File: src/midi_message_framer_unit_assert.svh
// ----------------------------------------------------------------------------
// MIDI message framer - assertion macros
// Shared property wrappers, clocked on clk and held off during reset.
// ----------------------------------------------------------------------------
`ifndef MIDI_MESSAGE_FRAMER_UNIT_ASSERT_SVH
`define MIDI_MESSAGE_FRAMER_UNIT_ASSERT_SVH

// condition holds at every edge out of reset
`define MMF_ASSERT_ALWAYS(lbl, cond, msg) \
	lbl: assert property (@(posedge clk) disable iff (!arst_n) (cond)) else $error(msg);

// antecedent implies consequent at the same edge
`define MMF_ASSERT_IMPLIES(lbl, ante, cons, msg) \
	lbl: assert property (@(posedge clk) disable iff (!arst_n) (ante) |-> (cons)) \
		else $error(msg);

`endif

File: src/mmf_pkg.sv
// ----------------------------------------------------------------------------
// MIDI message framer - package
// Shared constants, length tables, queue command and sequencer state types.
// ----------------------------------------------------------------------------
package mmf_pkg;

	localparam int BUF_BYTES_DEF = 16;
	localparam int QUEUE_DEPTH   = 2;
	localparam int IDX_W         = 5;

	localparam logic [IDX_W-1:0] IDX_MAX      = 5'd31;
	localparam logic [7:0]       STATUS_MIN   = 8'h80;
	localparam logic [7:0]       REALTIME_MIN = 8'hf8;
	localparam logic [7:0]       SYSTEM_MIN   = 8'hf0;

	typedef logic [1:0] len_t;

	// one queue entry: the actions the back end runs for one item, in order
	typedef struct packed {
		logic       flush_pre;
		logic       app_rs;
		logic       app_c;
		logic       flush_post;
		logic       emit_rt;
		logic [7:0] rs_byte;
		logic [7:0] c_byte;
	} cmd_t;

	typedef enum logic [2:0] {
		SQ_IDLE,
		SQ_PRE,
		SQ_RS,
		SQ_C,
		SQ_POST,
		SQ_RT
	} seq_state_t;

	// message length by status bits 6..4 (channel voice)
	function automatic len_t chan_msg_len(input logic [2:0] sel);
		len_t l;
		case (sel)
			3'd4, 3'd5: l = 2'd2;
			3'd7:       l = 2'd0;
			default:    l = 2'd3;
		endcase
		return l;
	endfunction

	// message length by status bits 2..0 (system common)
	function automatic len_t sys_msg_len(input logic [2:0] sel);
		len_t l;
		case (sel)
			3'd1, 3'd3: l = 2'd2;
			3'd2:       l = 2'd3;
			3'd6, 3'd7: l = 2'd1;
			default:    l = 2'd0;
		endcase
		return l;
	endfunction

endpackage

File: src/midi_message_framer_unit.sv
// ----------------------------------------------------------------------------
// MIDI message framer unit - top level
// Rebuilds MIDI messages with running status and emits them as byte bursts.
// ----------------------------------------------------------------------------
//
//  channel  direction  handshake              payload
//  -------  ---------  ---------------------  --------------------------
//  in       sink       in_valid / in_stall    in_byte
//  out      source     out_valid / out_stall  out_byte, last_of_run
//
// Flow: the front end takes a byte whenever its command queue has room.
// The back sequencer takes each item through PRE, RS, C, POST and RT;
// a flush stays in PRE or POST until every buffered byte is read. The
// buffer's single read port sets the one byte per cycle drain rate while
// the output buffer has room; a read byte passes s1 into that buffer.
// Reset: asynchronous, clears all control state; the message buffer is not
// cleared, only entries written since the last flush are read back.
// Stalls: out_stall holds the output buffer and, through it, the flush;
// in_stall rises only when the command queue is full.
//
`include "midi_message_framer_unit_assert.svh"

module midi_message_framer_unit #(
	parameter int BUF_BYTES = mmf_pkg::BUF_BYTES_DEF
) (
	input  logic       clk,
	input  logic       arst_n,
	input  logic       in_valid,
	output logic       in_stall,
	input  logic [7:0] in_byte,
	output logic       out_valid,
	input  logic       out_stall,
	output logic [7:0] out_byte,
	output logic       last_of_run
);

	localparam int FILL_W = $clog2(BUF_BYTES + 1);
	localparam logic [FILL_W-1:0] BUF_FILL = FILL_W'(BUF_BYTES);

	// front to queue
	logic          q_push, q_full;
	mmf_pkg::cmd_t q_push_cmd;
	// queue to back
	logic          q_pop, q_empty;
	mmf_pkg::cmd_t q_pop_cmd;

	logic [FILL_W-1:0] front_fill, back_fill;
	logic              back_idle;

	// classification, running status and framing decisions
	mmf_front #(
		.BUF_BYTES(BUF_BYTES)
	) u_front (
		.clk      (clk),
		.arst_n   (arst_n),
		.in_valid (in_valid),
		.in_stall (in_stall),
		.in_byte  (in_byte),
		.q_full   (q_full),
		.q_push   (q_push),
		.q_cmd    (q_push_cmd),
		.fill     (front_fill)
	);

	// decouples the byte intake from long flush bursts
	mmf_cmd_queue u_queue (
		.clk      (clk),
		.arst_n   (arst_n),
		.push     (q_push),
		.push_cmd (q_push_cmd),
		.full     (q_full),
		.pop      (q_pop),
		.pop_cmd  (q_pop_cmd),
		.empty    (q_empty)
	);

	// buffer owner: appends, flushes and realtime pass-through
	mmf_back #(
		.BUF_BYTES(BUF_BYTES)
	) u_back (
		.clk         (clk),
		.arst_n      (arst_n),
		.q_empty     (q_empty),
		.q_cmd       (q_pop_cmd),
		.q_pop       (q_pop),
		.out_valid   (out_valid),
		.out_stall   (out_stall),
		.out_byte    (out_byte),
		.last_of_run (last_of_run),
		.idle        (back_idle),
		.fill        (back_fill)
	);

	// once all queued work is done, both ends agree on the buffer fill
	`MMF_ASSERT_IMPLIES(a_fill_in_step, q_empty && back_idle, front_fill == back_fill, "fill mismatch")

	// a full buffer is always flushed within the item that filled it
	`MMF_ASSERT_ALWAYS(a_fill_below_buf, front_fill < BUF_FILL, "buffer left full between items")

	// the back end never appends past the end of the buffer
	`MMF_ASSERT_ALWAYS(a_back_fill_bound, back_fill <= BUF_FILL, "back end buffer pointer overrun")

endmodule

File: src/mmf_front.sv
// ----------------------------------------------------------------------------
// MIDI message framer - front end
// Classifies each byte, tracks running status and framing, queues commands.
// ----------------------------------------------------------------------------
module mmf_front #(
	parameter int BUF_BYTES = mmf_pkg::BUF_BYTES_DEF,
	localparam int FILL_W = $clog2(BUF_BYTES + 1)
) (
	input  logic               clk,
	input  logic               arst_n,
	input  logic               in_valid,
	output logic               in_stall,
	input  logic [7:0]         in_byte,
	input  logic               q_full,
	output logic               q_push,
	output mmf_pkg::cmd_t      q_cmd,
	output logic [FILL_W-1:0]  fill
);

	localparam logic [FILL_W-1:0] BUF_FILL = FILL_W'(BUF_BYTES);

	logic [FILL_W-1:0]         fill_q, fill_d;
	logic [mmf_pkg::IDX_W-1:0] idx_q, idx_d;
	mmf_pkg::len_t             exp_q, exp_d, len;
	logic [7:0]                rs_q, rs_d;
	mmf_pkg::cmd_t             cmd;

	assign in_stall = q_full;
	assign q_push   = in_valid && !q_full;
	assign q_cmd    = cmd;
	assign fill     = fill_q;

	assign len = (in_byte >= mmf_pkg::SYSTEM_MIN) ? mmf_pkg::sys_msg_len(in_byte[2:0])
	                                              : mmf_pkg::chan_msg_len(in_byte[6:4]);

	always_comb begin
		cmd         = '0;
		cmd.rs_byte = rs_q;
		cmd.c_byte  = in_byte;
		fill_d      = fill_q;
		idx_d       = idx_q;
		exp_d       = exp_q;
		rs_d        = rs_q;
		if (in_byte < mmf_pkg::STATUS_MIN) begin
			// data: reinsert running status at message start
			if (idx_q == '0 && rs_q != '0) begin
				cmd.app_rs = (fill_d < BUF_FILL);
				if (cmd.app_rs)
					fill_d = fill_d + FILL_W'(1);
				if (idx_d != mmf_pkg::IDX_MAX)
					idx_d = idx_d + 5'd1;
			end
			cmd.app_c = (fill_d < BUF_FILL);
			if (cmd.app_c)
				fill_d = fill_d + FILL_W'(1);
			if (idx_d != mmf_pkg::IDX_MAX)
				idx_d = idx_d + 5'd1;
			if (idx_d == mmf_pkg::IDX_W'(exp_q)) begin
				cmd.flush_post = 1'b1;
				fill_d         = '0;
				idx_d          = '0;
				if (rs_q >= mmf_pkg::SYSTEM_MIN)
					rs_d = '0;
			end else if (fill_d >= BUF_FILL) begin
				cmd.flush_post = 1'b1;
				fill_d         = '0;
			end
		end else if (in_byte < mmf_pkg::REALTIME_MIN) begin
			cmd.app_c = 1'b1;
			if (len == 2'd1) begin
				// single-byte message: goes out behind the pending bytes
				cmd.flush_post = 1'b1;
				fill_d         = '0;
				idx_d          = '0;
				rs_d           = '0;
				exp_d          = '0;
			end else begin
				cmd.flush_pre = 1'b1;
				fill_d        = FILL_W'(1);
				idx_d         = 5'd1;
				rs_d          = in_byte;
				exp_d         = len;
			end
		end else begin
			cmd.emit_rt = 1'b1;
		end
	end

	always_ff @(posedge clk or negedge arst_n) begin
		if (!arst_n) begin
			fill_q <= '0;
			idx_q  <= '0;
			exp_q  <= '0;
			rs_q   <= '0;
		end else if (q_push) begin
			fill_q <= fill_d;
			idx_q  <= idx_d;
			exp_q  <= exp_d;
			rs_q   <= rs_d;
		end
	end

endmodule

File: src/mmf_cmd_queue.sv
// ----------------------------------------------------------------------------
// MIDI message framer - command queue
// Short FIFO of commands between front and back ends.
// ----------------------------------------------------------------------------
module mmf_cmd_queue (
	input  logic          clk,
	input  logic          arst_n,
	input  logic          push,
	input  mmf_pkg::cmd_t push_cmd,
	output logic          full,
	input  logic          pop,
	output mmf_pkg::cmd_t pop_cmd,
	output logic          empty
);

	localparam int DEPTH = mmf_pkg::QUEUE_DEPTH;
	localparam int PTR_W = (DEPTH > 1) ? $clog2(DEPTH) : 1;
	localparam int CNT_W = $clog2(DEPTH + 1);

	mmf_pkg::cmd_t    entry_q [DEPTH];
	logic [PTR_W-1:0] head_q, tail_q;
	logic [CNT_W-1:0] count_q;

	assign full    = (count_q == CNT_W'(DEPTH));
	assign empty   = (count_q == '0);
	assign pop_cmd = entry_q[head_q];

	always_ff @(posedge clk) begin
		if (push)
			entry_q[tail_q] <= push_cmd;
	end

	always_ff @(posedge clk or negedge arst_n) begin
		if (!arst_n) begin
			head_q  <= '0;
			tail_q  <= '0;
			count_q <= '0;
		end else begin
			if (push)
				tail_q <= (tail_q == PTR_W'(DEPTH - 1)) ? '0 : tail_q + PTR_W'(1);
			if (pop)
				head_q <= (head_q == PTR_W'(DEPTH - 1)) ? '0 : head_q + PTR_W'(1);
			if (push && !pop)
				count_q <= count_q + CNT_W'(1);
			else if (pop && !push)
				count_q <= count_q - CNT_W'(1);
		end
	end

endmodule

File: src/mmf_back.sv
// ----------------------------------------------------------------------------
// MIDI message framer - back end
// Sequences queued commands over the message buffer and drives the output.
// ----------------------------------------------------------------------------
module mmf_back #(
	parameter int BUF_BYTES = mmf_pkg::BUF_BYTES_DEF,
	localparam int FILL_W = $clog2(BUF_BYTES + 1)
) (
	input  logic              clk,
	input  logic              arst_n,
	input  logic              q_empty,
	input  mmf_pkg::cmd_t     q_cmd,
	output logic              q_pop,
	output logic              out_valid,
	input  logic              out_stall,
	output logic [7:0]        out_byte,
	output logic              last_of_run,
	output logic              idle,
	output logic [FILL_W-1:0] fill
);

	localparam int AW      = $clog2(BUF_BYTES);
	localparam int OUT_DEP = 2;
	localparam int OP_W    = $clog2(OUT_DEP);
	localparam int OCC_W   = $clog2(OUT_DEP + 1);

	mmf_pkg::seq_state_t state_q, state_d;
	mmf_pkg::cmd_t       cmd_q, cmd_d;
	logic [FILL_W-1:0]   wr_ptr_q, wr_ptr_d, rd_ptr_q, rd_ptr_d;

	logic [7:0] mem [BUF_BYTES];
	logic       mem_we;
	logic [7:0] mem_wd;

	logic       issue, issue_mem, issue_last, rd_last;
	logic       s1_valid_s1, s1_mem_s1, s1_last_s1;
	logic [7:0] s1_byte_s1, rd_data_s1, push_byte;

	logic [7:0]       ob_byte_q [OUT_DEP];
	logic             ob_last_q [OUT_DEP];
	logic [OP_W-1:0]  ob_head_q, ob_tail_q;
	logic [OCC_W-1:0] ob_occ_q;
	logic [OCC_W:0]   used;
	logic             out_pop, can_issue;

	assign out_valid   = (ob_occ_q != '0);
	assign out_byte    = ob_byte_q[ob_head_q];
	assign last_of_run = ob_last_q[ob_head_q];
	assign out_pop     = out_valid && !out_stall;

	// slots taken in the output buffer once this cycle settles
	assign used      = (OCC_W+1)'(ob_occ_q) + (OCC_W+1)'(s1_valid_s1) - (OCC_W+1)'(out_pop);
	assign can_issue = (used < (OCC_W+1)'(OUT_DEP));
	assign rd_last   = (rd_ptr_q + FILL_W'(1) == wr_ptr_q);

	assign idle = (state_q == mmf_pkg::SQ_IDLE);
	assign fill = wr_ptr_q;

	always_comb begin
		state_d    = state_q;
		cmd_d      = cmd_q;
		wr_ptr_d   = wr_ptr_q;
		rd_ptr_d   = rd_ptr_q;
		q_pop      = 1'b0;
		issue      = 1'b0;
		issue_mem  = 1'b0;
		issue_last = 1'b0;
		mem_we     = 1'b0;
		mem_wd     = cmd_q.c_byte;
		case (state_q)
			mmf_pkg::SQ_IDLE: begin
				if (!q_empty) begin
					q_pop   = 1'b1;
					cmd_d   = q_cmd;
					state_d = mmf_pkg::SQ_PRE;
				end
			end
			mmf_pkg::SQ_PRE, mmf_pkg::SQ_POST: begin
				if ((state_q == mmf_pkg::SQ_PRE ? cmd_q.flush_pre : cmd_q.flush_post)
				    && wr_ptr_q != '0) begin
					if (can_issue) begin
						issue      = 1'b1;
						issue_mem  = 1'b1;
						issue_last = rd_last;
						if (rd_last) begin
							rd_ptr_d = '0;
							wr_ptr_d = '0;
							state_d  = (state_q == mmf_pkg::SQ_PRE) ? mmf_pkg::SQ_RS
							                                        : mmf_pkg::SQ_RT;
						end else begin
							rd_ptr_d = rd_ptr_q + FILL_W'(1);
						end
					end
				end else begin
					state_d = (state_q == mmf_pkg::SQ_PRE) ? mmf_pkg::SQ_RS : mmf_pkg::SQ_RT;
				end
			end
			mmf_pkg::SQ_RS: begin
				if (cmd_q.app_rs) begin
					mem_we   = 1'b1;
					mem_wd   = cmd_q.rs_byte;
					wr_ptr_d = wr_ptr_q + FILL_W'(1);
				end
				state_d = mmf_pkg::SQ_C;
			end
			mmf_pkg::SQ_C: begin
				if (cmd_q.app_c) begin
					mem_we   = 1'b1;
					wr_ptr_d = wr_ptr_q + FILL_W'(1);
				end
				state_d = mmf_pkg::SQ_POST;
			end
			mmf_pkg::SQ_RT: begin
				if (!cmd_q.emit_rt) begin
					state_d = mmf_pkg::SQ_IDLE;
				end else if (can_issue) begin
					issue      = 1'b1;
					issue_last = 1'b1;
					state_d    = mmf_pkg::SQ_IDLE;
				end
			end
			default: state_d = mmf_pkg::SQ_IDLE;
		endcase
	end

	always_ff @(posedge clk or negedge arst_n) begin
		if (!arst_n) begin
			state_q  <= mmf_pkg::SQ_IDLE;
			wr_ptr_q <= '0;
			rd_ptr_q <= '0;
		end else begin
			state_q  <= state_d;
			wr_ptr_q <= wr_ptr_d;
			rd_ptr_q <= rd_ptr_d;
		end
	end

	always_ff @(posedge clk) begin
		cmd_q <= cmd_d;
	end

	// message buffer: one write, one registered read
	always_ff @(posedge clk) begin
		if (mem_we)
			mem[wr_ptr_q[AW-1:0]] <= mem_wd;
		if (issue_mem)
			rd_data_s1 <= mem[rd_ptr_q[AW-1:0]];
	end

	always_ff @(posedge clk or negedge arst_n) begin
		if (!arst_n)
			s1_valid_s1 <= 1'b0;
		else
			s1_valid_s1 <= issue;
	end

	always_ff @(posedge clk) begin
		s1_mem_s1  <= issue_mem;
		s1_last_s1 <= issue_last;
		s1_byte_s1 <= cmd_q.c_byte;
	end

	assign push_byte = s1_mem_s1 ? rd_data_s1 : s1_byte_s1;

	always_ff @(posedge clk) begin
		if (s1_valid_s1) begin
			ob_byte_q[ob_tail_q] <= push_byte;
			ob_last_q[ob_tail_q] <= s1_last_s1;
		end
	end

	always_ff @(posedge clk or negedge arst_n) begin
		if (!arst_n) begin
			ob_head_q <= '0;
			ob_tail_q <= '0;
			ob_occ_q  <= '0;
		end else begin
			if (s1_valid_s1)
				ob_tail_q <= (ob_tail_q == OP_W'(OUT_DEP - 1)) ? '0 : ob_tail_q + OP_W'(1);
			if (out_pop)
				ob_head_q <= (ob_head_q == OP_W'(OUT_DEP - 1)) ? '0 : ob_head_q + OP_W'(1);
			if (s1_valid_s1 && !out_pop)
				ob_occ_q <= ob_occ_q + OCC_W'(1);
			else if (out_pop && !s1_valid_s1)
				ob_occ_q <= ob_occ_q - OCC_W'(1);
		end
	end

endmodule
File: config.mk
export PLATFORM = sky130hd
export DESIGN_NAME = midi_message_framer_unit
export DESIGN_NICKNAME = d
export VERILOG_FILES = /design/src/mmf_pkg.sv /design/src/midi_message_framer_unit.sv /design/src/mmf_front.sv /design/src/mmf_cmd_queue.sv /design/src/mmf_back.sv
export VERILOG_INCLUDE_DIRS = /design/src /design/src/src
export SDC_FILE = /design/constraint.sdc
export NUM_CORES = 1
export LEC_CHECK = 0
export BUFFER_PORTS_ARGS = -buffer_cell sky130_fd_sc_hd__buf_4
export CAP_MARGIN = 0
export CORE_MARGIN = 2
export CORE_UTILIZATION = 25
export DETAILED_ROUTE_END_ITERATION = 12
export PLACE_DENSITY = 0.49
export SYNTH_ARGS = -nofsm -noshare
export SYNTH_HDL_FRONTEND = slang
export SYNTH_SLANG_ARGS = --single-unit
File: constraint.sdc
create_clock -name clk -period 7.2 [get_ports clk]
set_input_delay 1.44 -clock clk [delete_from_list [all_inputs] [get_ports clk]]
set_output_delay 1.44 -clock clk [all_outputs]
set_load 0.005 [all_outputs]
Yosys cells after proc, flatten, opt, wreduce, memory -nomap -nowiden
Memories as Yosys holds them, arrays and structs flattened. A register that Yosys moved wholly into a read port is not among the register bits.
Index checks and enable logic that the tools add are counted.
{"block": "word_totals", "regBits": 52, "mem_bits_rw": 188, "in_bits": 12, "out_inout_bits": 11, "memories": 4}
{"memory": "u_back.mem", "words": 16, "word_bits": 8, "rd": 1, "rd_clocked_by_memory_dff": 1, "wr": 1, "line": "mmf_back.sv:31", "rtl": "logic [7:0] mem [BUF_BYTES];"}
{"memory": "u_queue.entry_q", "words": 2, "word_bits": 21, "rd": 1, "rd_clocked_by_memory_dff": 1, "wr": 1, "line": "mmf_cmd_queue.sv:20", "rtl": "mmf_pkg::cmd_t entry_q [DEPTH];"}
{"memory": "u_back.ob_byte_q", "words": 2, "word_bits": 8, "rd": 1, "rd_clocked_by_memory_dff": 0, "wr": 1, "line": "mmf_back.sv:39", "rtl": "logic [7:0] ob_byte_q [OUT_DEP];"}
{"memory": "u_back.ob_last_q", "words": 2, "word_bits": 1, "rd": 1, "rd_clocked_by_memory_dff": 0, "wr": 1, "line": "mmf_back.sv:40", "rtl": "logic ob_last_q [OUT_DEP];"}
{"block": "classes", "addsub": 16, "order_cmp": 8, "eq_ne": 30, "n_mux": 84, "n_bitwise": 2, "n_reduce_logical": 35}
{"operator": "5-bit two-way mux", "count": 22}
{"operator": "8-bit two-way mux", "count": 8}
{"operator": "1-bit two-way mux", "count": 32}
{"operator": "5-bit by 1-bit adder with 5-bit output (second input constant)", "count": 6}
{"operator": "3-bit == test (second input constant)", "count": 7}
{"operator": "3-bit two-way mux", "count": 7}
{"operator": "8-bit greater-or-equal comparator (second input constant)", "count": 2}
{"operator": "8-bit < comparator (second input constant)", "count": 2}
{"operator": "2-bit two-way mux", "count": 8}
{"operator": "3-bit case mux with 5 select lines", "count": 1}
{"operator": "5-bit case mux with 3 select lines", "count": 1}
{"operator": "3-bit by 2-bit == test with 1-bit output (second input constant)", "count": 4}
{"operator": "5-bit < comparator (second input constant)", "count": 2}
{"operator": "2-bit by 1-bit != test with 1-bit output (second input constant)", "count": 5}
{"operator": "5-bit != test (second input constant)", "count": 2}
{"operator": "1-bit logical AND", "count": 8}
{"operator": "4-bit AND reduction", "count": 2}
{"operator": "2-bit nonzero test", "count": 4}
{"operator": "8-bit nonzero test", "count": 1}
{"operator": "2-bit OR reduction", "count": 4}
{"operator": "3-bit by 1-bit == test with 1-bit output (second input constant)", "count": 2}
{"operator": "1-bit zero test", "count": 6}
{"operator": "2-bit != test (second input constant)", "count": 3}
{"operator": "3-bit by 2-bit != test with 1-bit output (second input constant)", "count": 2}
{"operator": "other kinds (24)", "count": 34}

Logic depth before layout (Yosys ltp)
Gate-level depths: netlist of run 1.
{"block": "logic_depth", "ltp_word": 11, "mapped_depth": 13, "mapped_depth_nobuf": 13}

Cells and area by module
Synthesis of run 1 repeated with hierarchy kept, for this count alone.
{"block": "unflattened", "hier_cells": 667, "area_unflattened_um2": 11283.3}
{"mod": "mmf_back", "instances": 1, "cells_each": 422, "area_each_um2": 8072.7}
{"mod": "mmf_cmd_queue", "instances": 1, "cells_each": 81, "area_each_um2": 1706.6}
{"mod": "mmf_front", "instances": 1, "cells_each": 164, "area_each_um2": 1503.9}

Worst setup path after synthesis of run 1
OpenSTA, ideal clock, no wires.
{"block": "synth_path", "kind": "input to register", "start": "input out_stall", "end": "register u_back.rd_ptr_q[3]", "setup_time_ps": 96, "arrival_ps": 3384, "setup_slack_ps": 3720, "cell_stages": 9, "path_buffers": 0, "cell_sequence": "nand2b_1 -> ha_1 -> nor2b_1 -> fa_1 -> xor2_1 -> nor2b_1 -> nand2_1 -> or2_2 -> o31ai_1"}
{"block": "synth_between", "elab_chain_len": 5}
{"item": "start: declaration", "line": "midi_message_framer_unit.sv:32", "rtl": "input logic out_stall,"}
{"item": "1-bit zero test", "line": "mmf_back.sv:49", "rtl": "assign out_pop = out_valid && !out_stall;"}
{"item": "1-bit logical AND", "line": "mmf_back.sv:49"}
{"item": "3-bit by 1-bit subtractor with 3-bit output", "line": "mmf_back.sv:52", "rtl": "assign used = (OCC_W+1)'(ob_occ_q) + (OCC_W+1)'(s1_valid_s1) - (OCC_W+1)'(out_pop);"}
{"item": "3-bit by 2-bit < comparator with 1-bit output", "line": "mmf_back.sv:53", "rtl": "assign can_issue = (used < (OCC_W+1)'(OUT_DEP));"}
{"item": "3-bit AND reduction (no line)"}
{"item": "end signal: assignment", "line": "mmf_back.sv:134", "rtl": "rd_ptr_q <= rd_ptr_d;"}
{"item": "end: declaration", "line": "mmf_back.sv:29", "rtl": "logic [FILL_W-1:0] wr_ptr_q, wr_ptr_d, rd_ptr_q, rd_ptr_d;"}
No other way between the ends.
A chain may end at the register's enable or synchronous reset.

==> results.cfg, run 1 <==
[cts]
holdBufCountCts = 0
cts.path.max_buffers = 3
cts_sinks = 269
cts_tree = yes
cts_inserted_buffers = 28
clockRootBuffer = clkbuf_16
path_clk_slew_ps = 60
cts_resized = 0
htree_levels = 1
clk_latency_ps = 540
postCtsSetupBuffers = 0

[floorplanning]
fp.coreArea_mm2 = 0.04393
ios = 23
initial_core_util = 0.2519
die_area_mm2 = 0.04597
die_w_um = 214.4
die_h_um = 214.4
rows = 77

[place]
numPortBuffers = 22
placedInstanceArea_mm2 = 0.01193
place_hpwl_um = 14150
gp_congestion = 0.7295

[timing]
worst_clock_skew_ps = 10.34
slew_headroom = 0.3334
layout_min_cycle_time_ps = 3761
finalHoldViolCount = 0
fin_hold_ws_ps = 368.0
finalCritPeriodShare = 0.5224
fmax_mhz = 265.9
slew_violations = 0
rsz0062_at_grt = false
fin_tns_setup_ps = 0
setup_viol = 0
worst_pin_slew_ps = 990.7

[setup_path]
path_max_fanout = 7
critPathKind = flip-flop to flip-flop
crit_top_cell = ha_1
worst_setup_path_start_kind = flip-flop
cp_cell_sequence = inv_1 -> ha_1 -> or4b_4 -> a211oi_1 -> mux2_2 -> ha_1 -> nor3b_1 -> a22oi_1 -> a211o_1 -> a21oi_2 -> or2_1
end_kind = flip-flop
crit_arrival_ps = 4050
cpPeakStageDelay_ps = 670
cp.required_ps = 7490
slowest_stage = a211oi_1

[grt]
antenna_found_initial = 1
grt_pass1_vias = 5595
grt_first_pass_wirelength_um = 33610
grt-ovfl-total = 0
grt_max_degree = 43
gr-usage-all-layers = 0.09262

[routing]
top_layer = met4
vias = 5494
first_iter_violations = 348
drcViolationCount = 0
viasPerCell = 4.223
route.met2.wl_um = 9900
dr.pass1.iters = 4
dr_wl_met3_um = 866
wl_um = 21100
ant_nets = 0
met1Wirelength_um = 9966
wire_per_inst_um = 16.22

[yosys]
syn_nets = 680
synth.cell_area_mm2 = 0.01107
ys_async_sr_fraction = 0.1561
synthCells = 654
ys_warn_count = 0
synth_edf_count = 217
synthTopCellsByArea = edfxtp_1 (59%), dfrtp_1 (9.5%), mux4_2 (8.1%)
synth_seq_area_share = 0.7019
synthFlopType = edfxtp_1
synth_top_area_share = 0.5888
synth_cell_types = 62
synth_seq_cells = 269
yosys.area.top_type = edfxtp_1
syn-mean-instance-area_um2 = 16.92

[pwr]
peakVddDrop_v = 0.0003178
power_leakage_nw = 4.265
p_per_area_mw_per_mm2 = 415.6

[layout]
syn_to_final_growth_pct = 15.79
layout-drive-gt1-share = 0.2440
antenna_cells = 0
design_area_mm2 = 0.01281
final_nets = 713

[outcome]
status = complete, no violations

[min_path]
hold_path.class = flip-flop to flip-flop

[flow_run]
drv_cap = 0
[power by group]
part           total (mW)  switching [mW]  internal, mW
logic                1.52           0.833         0.690
registers            2.43           0.256          2.18
clock network        1.37           0.577         0.793
[cell usage in the layout, fill, tap and decap left out, types with 3 or more instances in the layout]
| cell type | count |
|---|---|
| edfxtp_1 | 217 |
| mux2_2 | 48 |
| dfrtp_1 | 41 |
| mux4_2 | 40 |
| nand2_1 | 37 |
| nor2_1 | 32 |
| clkbuf_16 | 29 |
| buf_4 | 27 |
| inv_1 | 21 |
| o21ai_0 | 18 |
| xnor2_1 | 16 |
| ha_1 | 13 |
| a21oi_1 | 12 |
| xor2_1 | 12 |
| dfxtp_1 | 10 |
| a22o_1 | 9 |
| clkbuf_1 | 9 |
| nand3_1 | 8 |
| nand2b_1 | 7 |
| nor3_1 | 6 |
| clkbuf_8 | 5 |
| a211oi_1 | 4 |
| nor3_2 | 4 |
| and2_1 | 4 |
| a211o_1 | 4 |
| nor4_1 | 4 |
| nand4_1 | 4 |
| nor2b_1 | 4 |
| a21o_1 | 4 |
| or2_2 | 3 |
| a31oi_1 | 3 |
| clkinvlp_4 | 3 |
| clkinv_1 | 3 |
[cells by family (layout without fill, tap and decap cells)]
kind of cell               Yosys count  in the layout  share of synthesized area
AOI/OAI and AO/OA                   81             81                    0.05427
buffers and inverters               45            100                    0.01628
xor gates and xnor gates            28             28                    0.02216
muxes                               88             88                     0.1302
and+or+nand+nor                    129            129                    0.05868
adders and majority gates           14             14                    0.01651
DFF                                269            269                     0.7019
[metal layers]
layer	GRT usage	vias up
met1	0.1275	2767
met2	0.1505	79
li1	-	2617
met5	0	-
met3	0.01972	31
met4	0.02037	0
[per-stage QoR]
step / setup slack [ps] / power, mW / std cells / util
after floorplan: 3720 / 3.551 / 654 / -
after global placement: 3341 / 4.000 / 1249 / 0.2716
after detailed placement: 3307 / 4.017 / 1249 / 0.2716
after CTS: 3445 / 5.421 / 1301 / 0.2917
after global routing: 3208 / 5.660 / 1301 / 0.2917
final: 3439 / 5.326 / 1301 / 0.2917
[sequential cells by signal, indices dropped and copies added, names as in the netlist, 2 cells and up]
register           flops
u_back.mem           128
u_back.rd_ptr_q        5
u_back.ob_occ_q        2
u_front.fill           5
u_back.cmd_q          21
u_queue.entry_q       42
u_back.rd_data_s1      8
u_back.ob_byte_q      16
u_back.s1_byte_s1      8
u_back.state_q         3
u_queue.count_q        2
u_back.fill            5
u_front.idx_q          5
u_back.ob_last_q       2
u_front.rs_q           8
u_front.exp_q          2
[Yosys cell counts, drive strengths merged (3+ instances only)]
cell / number
nand2b: 7
nor4: 6
o31ai: 3
dfxtp: 10
mux2: 48
xor2: 12
or2: 4
buf: 7
and2: 4
inv: 21
clkbuf: 17
nor3: 10
nand2: 37
nor2b: 4
mux4: 40
nand3: 8
dfrtp: 42
a31oi: 3
nand4: 4
ha: 13
xnor2: 16
a21o: 4
a211oi: 5
a22o: 9
a211o: 4
nor2: 32
edfxtp: 217
o21ai: 21
a21oi: 14
[final cells by class]
class	count	area (um^2)
clock inverters	9	56.30
multi-input cells	340	3139
flip-flops and latches	269	7769
clock buffers	43	828.3
fillers	4423	31120
repair buffers	27	202.7
well taps	592	740.7
inverters	21	78.83
[worst max-delay path: cells and delay by family (launching register included)]
kind	cells	cell delay [ps]
adders and majority gates	2	430
muxes	1	410
buffers and inverters	1	140
DFF	1	450
AOI/OAI and AO/OA	4	1140
and+or+nand+nor	3	910
[final timing paths]
check	from	end	slack [ps]	cells past startpoint
max in group asynchronous	arst_n	u_back.rd_ptr_q[0]	5860	1
min in group asynchronous	arst_n	u_front.fill[4]	900	1
setup reg to reg	u_front.idx_q[0]	u_queue.entry_q[0][17]	3440	11
hold reg to reg	u_back.cmd_q[6]	u_back.s1_byte_s1[6]	370	0
setup / recovery	u_front.idx_q[0]	u_queue.entry_q[0][17]	3440	11
hold / removal	u_back.cmd_q[6]	u_back.s1_byte_s1[6]	370	0
(Power assumes the default switching activity.)
==> inputs of run 2 (changes only) <==
ABC_AREA = 1   (was default)
clock period = 3.67 ns   (was 7.2 ns; I/O delays follow)
==> run 2 against run 1 <==
  * Clock-buffer cell count is 10 lower
  * Worst setup slack got worse by 2700 ps
  * Cell count increased by 23%
  * Global-route usage is 0.96 points higher
  * Via count increased by 22%
  * Largest cell class unchanged
  * Core utilization rose by 0.38 points
==> results.cfg, run 2 <==
[outcome]
status = complete, no violations

[floorplanning]
die_h_um = 217.6
die_area_mm2 = 0.04733
rows = 78
die_w_um = 217.6
ios = 23
initial_core_util = 0.2523
fp.coreArea_mm2 = 0.04519

[pwr]
p_clk_frac = 0.278
comb_power_share = 0.297
p_per_area_mw_per_mm2 = 826.1
switching_share = 0.3446
pwr-share-seq = 0.424
power_leakage_nw = 5.043
peakVddDrop_v = 0.0004972
power.switching_mw = 3.801
power.total_mw = 11.03
p_int_mw = 7.228

[cts]
htree_levels = 1
cts_tree = yes
clockRootBuffer = clkbuf_16
cts_inserted_buffers = 29
cts_sinks = 269
path_clk_slew_ps = 60
clk_latency_ps = 560
postCtsSetupBuffers = 0
holdBufCountCts = 0
cts_resized = 0
cts.path.max_buffers = 3

[layout]
fillers = 4606
final_nets = 1007
largest_reg_flops = 128
fin_cells = 1603
syn_to_final_growth_pct = 17.10
seq_area_mm2 = 0.007771
antenna_cells = 0
layout_commonest_cell = edfxtp_1
multi_input_area_mm2 = 0.003163
layout-drive-gt1-share = 0.1406
final_cell_mix = edfxtp_1 (217), nand2_1 (192), inv_1 (83)

[grt]
grt_first_pass_wirelength_um = 37970
antenna_found_initial = 0
gr-usage-all-layers = 0.1023
grt_max_degree = 49
grt-ovfl-total = 0
grt_pass1_vias = 6667

[setup_path]
cp.required_ps = 3970
path_delay_family = simple AND/OR/NAND/NOR gates
crit_arrival_ps = 3240
worst_setup_path_start_kind = flip-flop
cpPeakStageDelay_ps = 420
end_kind = flip-flop
critPathBufInv = 3
crit_top_cell = nand2_1
path_max_fanout = 5
cp_cell_sequence = inv_1 -> ha_1 -> nand2_1 -> nor2_4 -> o21ai_4 -> nand2_2 -> nand2_4 -> ha_1 -> nand4_1 -> inv_1 -> or2_2 -> o21ai_2 -> inv_1 -> nand2_1 -> nand2_2 -> nand3_4 -> nand2_2 -> nand2_1 -> nand2_1
slowest_stage = dfrtp_1
critPathKind = flip-flop to flip-flop

[yosys]
synthCells = 940
yosys-top-cells-count = edfxtp_1 (217), nand2_1 (192), inv_1 (83)
ys_warn_count = 0
yosys.area.top_type = edfxtp_1
synth.cell_area_mm2 = 0.01140
synth_cell_types = 46
synth_edf_count = 217
synth_seq_cells = 269
syn-mean-instance-area_um2 = 12.13
ys_async_sr_fraction = 0.1561
synth_top_area_share = 0.5715
synth_seq_area_share = 0.6812
yosysMostFrequentCell = edfxtp_1
syn_nets = 966
synthFlopType = edfxtp_1
synthTopCellsByArea = edfxtp_1 (57%), dfrtp_1 (9.2%), nand2_1 (6.3%)

[place]
place_hpwl_um = 15940
gp_congestion = 0.7634
place_inst = 1550
numPortBuffers = 22

[routing]
vias = 6693
wl_um = 23900
viasPerCell = 4.175
dr.pass1.iters = 4
ant_nets = 0
drcViolationCount = 0
first_iter_violations = 279
wire_per_inst_um = 14.91

[timing]
fmax_mhz = 339.3
worst_clock_skew_ps = 22.45
worst_pin_slew_ps = 916.9
slew_headroom = 0.3865
fin_tns_setup_ps = 0
finalCritPeriodShare = 0.8030
layout_min_cycle_time_ps = 2947
slew_violations = 0
finalHoldViolCount = 0
setup_viol = 0
rsz0062_at_grt = false

[flow_run]
drv_cap = 0

[min_path]
hold_path.class = input port to asynchronous set/reset pin
run 2: cell count changes in the layout (fill, tap and decap cells not counted), sizes merged, moves of 32 or more:
cell   before  now
inv        23   92
mux2       48   16
mux4       40    0
mux2i       0   32
o21ai      21   68
nand2      37  206
run 2: power by group through the flow:
stage | combinational, mW | sequential, mW | clock (mW)
final | 3.28 | 4.68 | 3.07
after detailed placement | 3.34 | 4.76 | 0
after global placement | 3.30 | 4.75 | 0
after floorplan | 2.49 | 4.48 | 0
after CTS | 3.36 | 4.70 | 3.14
after global routing | 3.73 | 4.76 | 3.26
run 2: cell type report:
class                      count  share of cell area
clock inverter                20             0.02005
sequential                   269              0.5820
multi-input combinational    548              0.2369
clock buffer                  33             0.05548
timing repair buffer          39             0.02287
tap                          600             0.05623
inverter                      94             0.02643
run 2: stage by stage:
| stage | cell area (um^2) | utilization | hold slack, ps | setup WS [ps] |
|---|---|---|---|---|
| after floorplan | 11400 | - | 342.4 | 722.3 |
| after global placement | 12340 | 0.2732 | 353.3 | 630.8 |
| after detailed placement | 12340 | 0.2732 | 353.9 | 571.8 |
| after CTS | 13350 | 0.2955 | 197.0 | 729.4 |
| after global routing | 13350 | 0.2955 | 216.9 | 437.6 |
| final | 13350 | 0.2955 | 171.2 | 722.8 |
run 2: routing by layer:
metal | global-route usage | part of all wire | wire, um | vias to the layer above
li1 | - | - | - | 3346
met1 | 0.1381 | 0.48 | 11410 | 3209
met2 | 0.1670 | 0.46 | 11070 | 98
met3 | 0.01534 | 0.030 | 709 | 40
met4 | 0.03607 | 0.030 | 706 | 0
met5 | 0 | 0 | 0 | -
run 2: worst reg2reg max path, delay by kind of cell (launching register included):
| family | cells | cell delay [ps] |
|---|---|---|
| AOI/OAI and AO/OA | 2 | 170 |
| adders and majority gates | 2 | 380 |
| buffers and inverters | 3 | 280 |
| DFF | 1 | 420 |
| and+or+nand+nor | 12 | 1440 |
run 2: path summary, 6_finish.rpt:
path	from	to	slack, ps	depth (start not counted)
worst max-delay path	u_front.idx_q[0]	u_queue.entry_q[1][17]	720	19
max in group asynchronous	arst_n	u_back.rd_ptr_q[0]	3040	1
worst min register to register	u_back.cmd_q[4]	u_back.s1_byte_s1[4]	370	0
worst max register to register	u_front.idx_q[0]	u_queue.entry_q[1][17]	720	19
min in group clk	u_back.cmd_q[4]	u_back.s1_byte_s1[4]	370	0
worst min-delay path	arst_n	u_front.rs_q[3]	170	1
run 2: cells by family after synthesis:
logic type	share of synthesized area
xor gates and xnor gates	0.01778
adders and majority gates	0.01602
AOI/OAI and AO/OA	0.07681
buffers and inverters	0.04192
muxes	0.04389
DFF	0.6812
and+or+nand+nor	0.1224
==> inputs of run 3 (changes only) <==
PLACE_DENSITY = 0.5   (was 0.49)
clock period = 2.6 ns   (was 3.67 ns; I/O delays follow)
==> run 3 against run 2 <==
  * Hold slack gained 25 ps
  * Cell count grew 2.7%
  * Critical path depth shrank 5
  * Die area is the same
  * Register-to-register slack lost 620 ps
  * Highest routed layer unchanged
==> results.cfg, run 3 (synthesis gave the netlist of run 2 again) <==
[outcome]
status = complete, no violations

[place]
numPortBuffers = 22
place_inst = 1586
dpl_worst_slack_ps = -22.72
gp_congestion = 0.7775
place_hpwl_um = 16150
placedInstanceArea_mm2 = 0.01263

[setup_path]
end_kind = flip-flop
cpPeakStageDelay_ps = 380
critPathKind = flip-flop to flip-flop
cp_cell_sequence = inv_2 -> ha_4 -> nand2_2 -> nor2_4 -> nand3_1 -> nand2_4 -> ha_4 -> nand4_1 -> buf_4 -> xnor3_1 -> buf_4 -> nand4_4 -> nand3_2 -> nand2_1
worst_setup_path_start_kind = flip-flop
critPathBufInv = 3
cp.required_ps = 3050
slowest_stage = dfrtp_1
path_delay_family = simple AND/OR/NAND/NOR gates
crit_arrival_ps = 2940
path_max_fanout = 8

[grt]
grt_first_pass_wirelength_um = 38750
grt_max_degree = 75
grt-ovfl-total = 0
gr-usage-all-layers = 0.1057
grt_pass1_vias = 6810
antenna_found_initial = 0

[cts]
cts_tree = yes
cts_sinks = 269
htree_levels = 1
clk_latency_ps = 580
cts_inserted_buffers = 30
path_clk_slew_ps = 60
cts.path.max_buffers = 3
clockRootBuffer = clkbuf_16

[timing]
slew_headroom = 0.5897
worst_pin_slew_ps = 615.5
finalHoldViolCount = 0
finalCritPeriodShare = 0.9594
fin_ws_ps = 105.7
fmax_mhz = 400.9
fin_tns_setup_ps = 0
fin_hold_ws_ps = 196.2
setup_viol = 0
slew_violations = 0
worst_clock_skew_ps = 38.96
layout_min_cycle_time_ps = 2494

[floorplanning]
ios = 23
initial_core_util = 0.2523
die_w_um = 217.6
rows = 78
die_area_mm2 = 0.04733
fp.coreArea_mm2 = 0.04519
die_h_um = 217.6

[routing]
first_iter_violations = 465
dr.pass1.iters = 4
ant_nets = 0
wl_um = 24820
wire_per_inst_um = 15.07
viasPerCell = 4.134
vias = 6809
drcViolationCount = 0

[pwr]
peakVddDrop_v = 0.0006381
power.total_mw = 16.17
p_per_area_mw_per_mm2 = 1173
power_leakage_nw = 5.292

[layout]
fin_util = 0.3051
largest_reg_flops = 128
fillers = 4583
layout_commonest_cell = edfxtp_1
layout-drive-gt1-share = 0.1977
multi_input_area_mm2 = 0.003252
final_cell_mix = edfxtp_1 (217), nand2_1 (189), inv_1 (80)
final_nets = 1049
fin_cells = 1647
syn_to_final_growth_pct = 20.93
seq_area_mm2 = 0.007771
antenna_cells = 0
design_area_mm2 = 0.01379

[flow_run]
drv_cap = 0

[min_path]
hold_path.class = input port to flip-flop
## run 3: cell count changes in the layout (fill, tap and decap cells not counted), moves of 4 or more
cell	delta
clkinv_1	-7
nand3_1	-8
clkinv_2	+6
nand3_2	+8
buf_4	+38
clkbuf_8	+4
## run 3: repair_timing
item                                    CTS  global route
endpoints found under the setup margin    0            21
resized for setup                         0            22
hold buffers                              1             0
endpoints found under the hold margin    35             0
setup buffers                             0             4
## run 3: final cells by class
class / count / share of cell area
clock buffer: 38 / 0.05953
tap: 600 / 0.05445
inverter: 94 / 0.02559
clock inverter: 18 / 0.01515
timing repair buffer: 80 / 0.04583
sequential: 269 / 0.5636
multi-input combinational: 548 / 0.2358
## run 3: final timing paths
kind	from	to	slack [ps]	cells past startpoint
hold reg to reg	u_back.cmd_q[6]	u_back.s1_byte_s1[6]	360	0
max in group asynchronous	arst_n	u_back.rd_ptr_q[0]	1620	2
setup reg to reg	u_front.idx_q[0]	u_front.rs_q[3]	110	14
hold / removal	in_byte[2]	u_queue.entry_q[0][2]	200	1
min in group asynchronous	arst_n	u_front.rs_q[3]	510	2
setup / recovery	u_front.idx_q[0]	u_front.rs_q[3]	110	14
## run 3: power breakdown
part,internal [mW],switching (mW),leakage [nW]
Clock,2.55,1.75,0.501
Combinational,2.03,3.40,2.20
Sequential,5.97,0.470,2.59
Total,10.6,5.62,5.29
## run 3: per-layer routing
layer  vias up  global-route usage  part of all wire
met5         -                   0                 0
met2       114              0.1705              0.46
met4         0             0.04110             0.032
li1       3431                   -                 -
met1      3220              0.1409              0.47
met3        44             0.01897             0.040
## run 3: worst reg2reg max path, stage by stage (launching register included)
cell     delay [ps]
dfrtp_1         380
inv_2            80
ha_4            130
nand2_2          60
nor2_4          140
nand3_1         150
nand2_4         120
ha_4            140
nand4_1          90
buf_4           180
xnor3_1         360
buf_4           150
nand4_4         210
nand3_2         140
nand2_1          60
